$ cat src/hw/rtl/assert_macros.svh
// Assertion helpers shared by the RTL modules.
// Each module that uses them has clk_i and rst_ni in scope.
`ifndef ASSERT_MACROS_SVH
`define ASSERT_MACROS_SVH

// Check a property at every rising clock edge outside of reset.
`define ASSERT_CLK(lbl, prop, msg) \
  lbl: assert property (@(posedge clk_i) disable iff (!rst_ni) prop) else $error(msg);

// Check that a condition never holds at a rising clock edge outside of reset.
`define ASSERT_NEVER(lbl, expr, msg) \
  `ASSERT_CLK(lbl, !(expr), msg)

`endif

$ cat src/hw/rtl/mtde_pkg.sv
`timescale 1ns / 1ps

package mtde_pkg;

  // Field widths of the input and result beats.
  localparam int CMD_W  = 2;
  localparam int ROW_W  = 4;
  localparam int COL_W  = 5;
  localparam int ELEM_W = 16;
  localparam int OCOL_W = 4;
  localparam int DOT_W  = 37;

  // Multiply-accumulate lanes and the widths inside the adder tree.
  localparam int LANES  = 8;
  localparam int LANE_W = 3;
  localparam int PROD_W = 2 * ELEM_W;
  localparam int PAIR_W = PROD_W + 1;

  // Command codes.
  localparam logic [CMD_W-1:0] CMD_LOAD_A  = 2'd0;
  localparam logic [CMD_W-1:0] CMD_LOAD_BT = 2'd1;
  localparam logic [CMD_W-1:0] CMD_COMPUTE = 2'd2;

  // Commands from the controller to the datapath.
  typedef struct packed {
    logic wr_a;      // write the incoming element into the A store
    logic wr_bt;     // write the incoming element into the transposed B store
    logic start;     // capture the row pair and clear the accumulator
    logic issue;     // read one chunk of LANES elements from both stores
    logic load_out;  // move the finished sum into the result register
  } ctrl_cmd_t;

  // Status from the datapath to the controller.
  typedef struct packed {
    logic a_ok;        // load coordinates fall inside matrix A
    logic bt_ok;       // load coordinates fall inside transposed B
    logic cmp_ok;      // compute row and column fall inside the product
    logic last_chunk;  // the chunk being issued is the final one
    logic pipe_busy;   // reads or partial sums are still in flight
  } dp_status_t;

endpackage

$ cat src/hw/rtl/mtde_ctrl.sv
`timescale 1ns / 1ps

module mtde_ctrl
  import mtde_pkg::*;
(
  input  logic             clk_i,
  input  logic             rst_ni,
  input  logic             in_valid_i,
  output logic             in_ready_o,
  input  logic [CMD_W-1:0] in_cmd_i,
  output logic             out_valid_o,
  input  logic             out_ready_i,
  output ctrl_cmd_t        cmd_o,
  input  dp_status_t       sts_i
);

  `include "assert_macros.svh"

  localparam logic [1:0] S_IDLE  = 2'd0;
  localparam logic [1:0] S_RUN   = 2'd1;
  localparam logic [1:0] S_DRAIN = 2'd2;

  logic [1:0] state_q, state_d;
  logic       out_valid_q, out_valid_d;
  logic       accept;

  assign in_ready_o = (state_q == S_IDLE);
  assign accept     = in_valid_i && in_ready_o;

  // Sequencer: take a beat, sweep the chunks, then wait for the pipeline to empty and the result register to be free.
  always_comb begin
    state_d = state_q;
    cmd_o   = '0;
    case (state_q)
      S_IDLE: begin
        if (accept) begin
          cmd_o.wr_a  = (in_cmd_i == CMD_LOAD_A) && sts_i.a_ok;
          cmd_o.wr_bt = (in_cmd_i == CMD_LOAD_BT) && sts_i.bt_ok;
          if ((in_cmd_i == CMD_COMPUTE) && sts_i.cmp_ok) begin
            cmd_o.start = 1'b1;
            state_d     = S_RUN;
          end
        end
      end
      S_RUN: begin
        cmd_o.issue = 1'b1;
        if (sts_i.last_chunk) begin
          state_d = S_DRAIN;
        end
      end
      S_DRAIN: begin
        if (!sts_i.pipe_busy && (!out_valid_q || out_ready_i)) begin
          cmd_o.load_out = 1'b1;
          state_d        = S_IDLE;
        end
      end
      default: begin
        state_d = S_IDLE;
      end
    endcase
  end

  // Result register occupancy.
  always_comb begin
    out_valid_d = out_valid_q;
    if (cmd_o.load_out) begin
      out_valid_d = 1'b1;
    end else if (out_ready_i) begin
      out_valid_d = 1'b0;
    end
  end

  always_ff @(posedge clk_i or negedge rst_ni) begin
    if (!rst_ni) begin
      state_q     <= S_IDLE;
      out_valid_q <= 1'b0;
    end else begin
      state_q     <= state_d;
      out_valid_q <= out_valid_d;
    end
  end

  assign out_valid_o = out_valid_q;

  // A waiting result is never overwritten.
  `ASSERT_CLK(a_no_result_overwrite, cmd_o.load_out |-> (!out_valid_q || out_ready_i),
              "result register overwritten before it was taken")

  // The sum is only taken once every partial sum has reached the accumulator.
  `ASSERT_NEVER(a_load_when_drained, cmd_o.load_out && sts_i.pipe_busy,
                "result taken while partial sums were in flight")

  // The sweep stops right after the last chunk.
  `ASSERT_CLK(a_sweep_ends, (cmd_o.issue && sts_i.last_chunk) |=> !cmd_o.issue,
              "chunk read issued past the end of the row")

endmodule

$ cat config.mk
export PLATFORM = sky130hd
export DESIGN_NAME = mtde_ctrl
export DESIGN_NICKNAME = d
export VERILOG_FILES = /design/src/hw/rtl/mtde_pkg.sv /design/src/hw/rtl/mtde_ctrl.sv
export VERILOG_INCLUDE_DIRS = /design/src /design/src/hw/rtl
export SDC_FILE = /design/constraint.sdc
export NUM_CORES = 1
export LEC_CHECK = 0
export BUFFER_PORTS_ARGS = -buffer_cell sky130_fd_sc_hd__buf_4
export CAP_MARGIN = 15
export CORE_AREA = 2 2 39 41
export CTS_BUF_LIST = sky130_fd_sc_hd__clkbuf_4 sky130_fd_sc_hd__clkbuf_8
export DETAILED_ROUTE_END_ITERATION = 8
export DIE_AREA = 0 0 41 43
export GPL_TIMING_DRIVEN = 0
export RECOVER_POWER = 100
export SYNTH_ARGS = -nofsm -noshare
export SYNTH_HDL_FRONTEND = slang
export SYNTH_SLANG_ARGS = --single-unit
$ cat constraint.sdc
create_clock -name clk_i -period 1.2 [get_ports clk_i]
set_input_delay 0.18 -clock clk_i [delete_from_list [all_inputs] [get_ports clk_i]]
set_output_delay 0.18 -clock clk_i [all_outputs]
set_load 0.01 [all_outputs]
==> out/results.txt, run 1 <==
status: finished, violations left
failing checks: negative setup slack
Layout area overhead: 119.0%
initial DRC count: 3
PortBufs: 17
Mapped Cells: 22
post-synth net total: 33
Vias/cell: 3.862
Die H: 43 um
Clock transition at path regs: 0.04 ns
share of cells above drive strength 1: 67.35%
number of nets in the layout: 61
Yosys reg bits: 3
synth top area cells: dfrtp_1, a21o_1, nor4b_2
vias in the first global route: 242
sequential share of the synthesized area: 36.81%
total wire length: 579 um
cell taking the most area after synthesis: dfrtp_1
Unique masters post-synth: 16
Slew @ Worst Pin: 0.2018 ns
# setup viols final: 5
worst slack, placed: -0.0009532 ns
ANT cells: 0
Final ANT Viol Nets: 0
Worst slew margin: 86.51%
CP Data Required Time: 1.02 ns
worst hold path class: in2reg
VDD IR max: 0.4620 mV
first-pass GRT wire length: 890 um
unrepaired setup endpoints after global routing: yes
cts bufs inserted: 3
io pins: 18
Die Wd: 41 um
row count: 14
Routed WL per cell: 8.908 um
clock root buffer: clkbuf_4
initial antenna violation count: 0
total die area: 0.001763 mm2
TNS Setup: -0.9503 ns
largest net degree at the start of global routing: 4
period utilization: 118.8%
DR vias: 251
router iterations before antenna repair: 2
Tmin final: 1.425 ns
Critical Setup Path Class: reg2out
Placer Congestion: 0.6348
H-tree levels: 1
crit-path cells: nor2_4 -> nand2_2 -> nor4b_2 -> buf_4
CTS tree: done
Crit path max-delay family: simple AND/OR/NAND/NOR gates
DRC: 0
average cell area after synthesis: 9.270 um2
crit-path max FO: 3
post-synth top area share: 36.81%
final worst slack: -0.2251 ns
Max Buffers Root-to-Sink: 2
startpoint types: flip-flop
total power per unit cell area: 981.4 mW/mm2
synth warn: 0
GRT Overall Usage: 8.165%
Placeable Area: 0.001384 mm2
max-slew violations: 0
CP endpoint kind: output pin
clk_lat worst skew: 0.24 ns
TritonCTS Sinks: 3
Final Hold Fails: 0
Worst path max stage delay: 0.42 ns
grt ovf: 0
Crit-path slowest cell: dfrtp_2
Peak Freq: 701.7 MHz
Max-Cap Viols: 0
critical path arrival: 1.25 ns
Layout Skew: 0.004215 ns
leakage power: 0.0002342 uW
Initial Util: 14.74%
CP bufs+invs: 1
Synth Cell Area: 203.9 um2
## worst paths after layout
kind                                  start           to  slack (ns)  cells after the start
max in group asynchronous            rst_ni   state_q[1]        0.76                      2
worst min-delay path               sts_i[1]   state_q[1]        0.15                      2
worst max-delay path             state_q[0]     cmd_o[4]       -0.23                      4
worst min register to register  out_valid_o  out_valid_o        0.56                      2
min in group asynchronous            rst_ni   state_q[0]        0.27                      2
worst max register to register   state_q[0]   state_q[0]        0.07                      5
## routing by layer
| layer | part of all wire (%) | track usage [%] | wire, um | up-vias |
|---|---|---|---|---|
| met1 | 27 | 6.189 | 159 | 110 |
| li1 | - | - | - | 128 |
| met4 | 0 | 8.000 | 0 | 0 |
| met5 | 0 | 0 | 0 | - |
| met2 | 60 | 12.81 | 345 | 13 |
| met3 | 13 | 4.712 | 74 | 0 |
## synthesized netlist by cell type
cell      count
nor3_2        1
a21o_1        2
nor2_1        1
nand4b_1      1
nand2_1       2
nor3_1        1
dfrtp_1       3
o21ai_0       1
nor2_4        1
nor4b_2       1
inv_1         2
buf_4         1
nor2b_2       1
nand2_2       1
nand2b_1      2
a21oi_1       1
## registers in the layout, indices dropped and copies added, names as in the netlist
name	cells
out_valid_o	1
state_q	2
## final cells by class
class                   count  area (um2)
plain buffers               1       7.507
well taps                  16       20.02
multi-input cells          16       125.1
fillers                   155       937.1
flip-flops and latches      3       77.57
repair buffers             23       178.9
inverters                   2       7.507
clock buffers               4       30.03
## repair_timing
action	4_1_cts	5_1_grt
hold endpoints to repair	3	0
setup buffers	4	1
resized for setup	5	2
pin swaps	2	1
hold buffers	1	0
endpoints found under the setup margin	4	5
## cells by family after synthesis
logic type | synth area share, %
compound gates | 12.26
buf+inv | 7.365
flops | 36.81
simple gates | 43.56
## layout by cell type, fill, tap and decap left out, types with 2 or more instances in the layout
| cell type | Yosys | layout |
|---|---|---|
| clkbuf_1 | 0 | 2 |
| buf_6 | 0 | 3 |
| clkbuf_4 | 0 | 4 |
| a21o_1 | 2 | 2 |
| dfrtp_2 | 0 | 2 |
| nand2b_1 | 2 | 2 |
| nand2_1 | 2 | 2 |
| buf_4 | 1 | 18 |
| inv_1 | 2 | 2 |
## power by group
group          internal (uW)  leakage, uW  switching, uW  total [uW]
Sequential               110    0.0000378           6.90         117
Clock                    147    0.0000184           57.0         204
Combinational           70.1     0.000178           46.9         117
Total                    328     0.000234            111         438
## through the flow
stage / util (%) / total power (uW) / cell area (um2) / instances / hold slack [ns]
after floorplan: - / 156.9 / 203.9 / 22 / -0.1156
after global placement: 25.41 / 210.7 / 351.6 / 55 / -0.02882
after detailed placement: 25.41 / 211.7 / 351.6 / 55 / -0.02927
after CTS: 31.92 / 452.1 / 441.7 / 64 / 0.1406
after global routing: 32.28 / 475.7 / 446.7 / 65 / 0.1481
final: 32.28 / 438.4 / 446.7 / 65 / 0.1521
No activity file was read; power rests on OpenSTA's default activity.
==> inputs of run 2 (changes only) <==
CTS_BUF_LIST = sky130_fd_sc_hd__clkbuf_8   (was sky130_fd_sc_hd__clkbuf_4 sky130_fd_sc_hd__clkbuf_8)
HOLD_SLACK_MARGIN = 0.06   (was not set)
SETUP_SLACK_MARGIN = 0.3   (was not set)
==> run 2 against run 1 <==
Against the previous run:
- the flow still finishes with violations (negative setup slack)
- sequential cell count is the same
- maximum frequency grew 3.0%
- final cell count grew 1.5%
- combinational power grew 13%
- first-iteration DRC count shrank 33%
- sequential power is essentially flat
- clock power grew 38%
- core utilization grew 2.8 points
- die area is the same
- critical path depth is the same
- routed wire length shrank 1.4%
- critical path type unchanged
- critical endpoint unchanged
==> out/results.txt, run 2 (synthesis results as in run 1) <==
status: finished, violations left
failing checks: negative setup slack
clk_lat worst skew: 0.21 ns
initial antenna violation count: 0
H-tree levels: 1
Vias/cell: 3.803
GRT Overall Usage: 7.475%
Worst path max stage delay: 0.41 ns
first-pass GRT wire length: 834 um
Final Hold Fails: 0
Critical Setup Path Class: reg2out
row count: 14
Final ANT Viol Nets: 0
total wire length: 571 um
clock root buffer: clkbuf_8
total chip power: 529.5 uW
DR vias: 251
Max-Cap Viols: 0
max-slew violations: 0
CP bufs+invs: 1
Slew @ Worst Pin: 0.1714 ns
R2R setup slack: 0.09 ns
Placeable Area: 0.001384 mm2
VDD IR max: 0.7133 mV
Final HPWL DP: 425.6 um
Most flops, register: state_q
startpoint types: flip-flop
Routed WL per cell: 8.652 um
grt ovf: 0
Tmin final: 1.384 ns
period utilization: 115.3%
share of cells above drive strength 1: 66.00%
TritonCTS Sinks: 3
DRC: 0
CP Data Required Time: 1.02 ns
leakage power: 0.0002562 uW
crit-path cells: nor2_4 -> nand2_2 -> nor4b_4 -> buf_4
Layout Skew: 0.0002738 ns
Layout Utilization: 35.08%
fin cells: 66
Worst slew margin: 88.53%
Placer Congestion: 0.5878
Initial Util: 14.74%
initial DRC count: 2
Die Wd: 41 um
CTS tree: done
crit-path max FO: 2
# setup viols final: 5
Clock transition at path regs: 0.03 ns
CP endpoint kind: output pin
Worst R2R End: state_q[0]
CP Launch Point: state_q[1]
ANT cells: 0
unrepaired setup endpoints after global routing: yes
total die area: 0.001763 mm2
max FFs per register: 2
Crit Reg-Reg Startpoint: state_q[0]
placed cells: 55
Die H: 43 um
Layout area overhead: 138.0%
minimum hold slack: 0.1839 ns
commonest non-fill, non-tap cell in the layout: buf_4
io pins: 18
cts bufs inserted: 3
Max Buffers Root-to-Sink: 2
critical path arrival: 1.20 ns
Reg2Reg Depth: 5
largest net degree at the start of global routing: 4
Peak Freq: 722.5 MHz
vias in the first global route: 257
number of nets in the layout: 62
router iterations before antenna repair: 4
FILL cells: 144
most frequent cells in the layout: buf_4, inv_1, clkbuf_8
CP Capture Point: cmd_o[4]
total power per unit cell area: 1091 mW/mm2
Crit path max-delay family: simple AND/OR/NAND/NOR gates
WP depth: 4
Crit-path slowest cell: dfrtp_2
WHS Path Cells: 2
final worst slack: -0.1842 ns
PortBufs: 17
worst hold path class: in2reg
## run 2: area by class of cell
class / instances / area [um2] / area share [%]
Clock inverter: 1 / 3.754 / 0.7732
Buffer: 1 / 7.507 / 1.546
Sequential cell: 3 / 76.32 / 15.72
Clock buffer: 3 / 41.29 / 8.505
Tap cell: 16 / 20.02 / 4.124
Multi-Input combinational cell: 16 / 146.4 / 30.15
Inverter: 2 / 7.507 / 1.546
Timing Repair Buffer: 24 / 182.7 / 37.63
## run 2: layer usage
metal	global-route usage (%)	wire length, um	part of all wire [%]	vias up
li1	-	-	-	128
met1	6.557	204	36	110
met2	11.25	301	53	13
met3	3.141	64	11	0
met4	8.000	0	0	0
met5	0	0	0	-
## run 2: what timing repair did
| item | 4_1_cts | 5_1_grt |
|---|---|---|
| gates resized for setup | 4 | 3 |
| hold buffers | 1 | 0 |
| setup endpoints to repair | 9 | 10 |
| hold endpoints to repair | 3 | 0 |
| pin swaps | 3 | 1 |
| buffers inserted | 4 | 2 |
## run 2: worst min path at each step
stage             start           to  slack (ns)
3_5_place_dp     rst_ni  out_valid_o       -0.03
6_report       sts_i[0]  out_valid_o        0.18
4_1_cts        sts_i[1]   state_q[1]        0.18
3_3_place_gp     rst_ni  out_valid_o       -0.03
2_1_floorplan    rst_ni  out_valid_o       -0.12
5_1_grt        sts_i[0]  out_valid_o        0.19
## run 2: through the flow
stage	area, um2	setup TNS, ns	worst slack (ns)
final	485.5	-0.7547	-0.1842
after global routing	485.5	-0.9597	-0.2346
after CTS	465.4	-0.6950	-0.2020
after detailed placement	365.4	-0.01879	-0.01879
after global placement	365.4	0	0.0006046
after floorplan	217.7	0	0.07225
## run 2: worst register-to-register path, delay by kind of cell, from the launching register on
family                 cells  cell delay, ns
flip-flops                 1            0.41
AND/OR/NAND/NOR            1            0.17
AO/OA/AOI/OAI              1            0.07
buffers and inverters      3            0.39
## run 2: power by group
part	leakage, uW	internal [uW]	switching (uW)
combinational	0.000190	79.6	52.0
clock	0.0000269	218	63.7
sequential	0.0000394	110	6.94
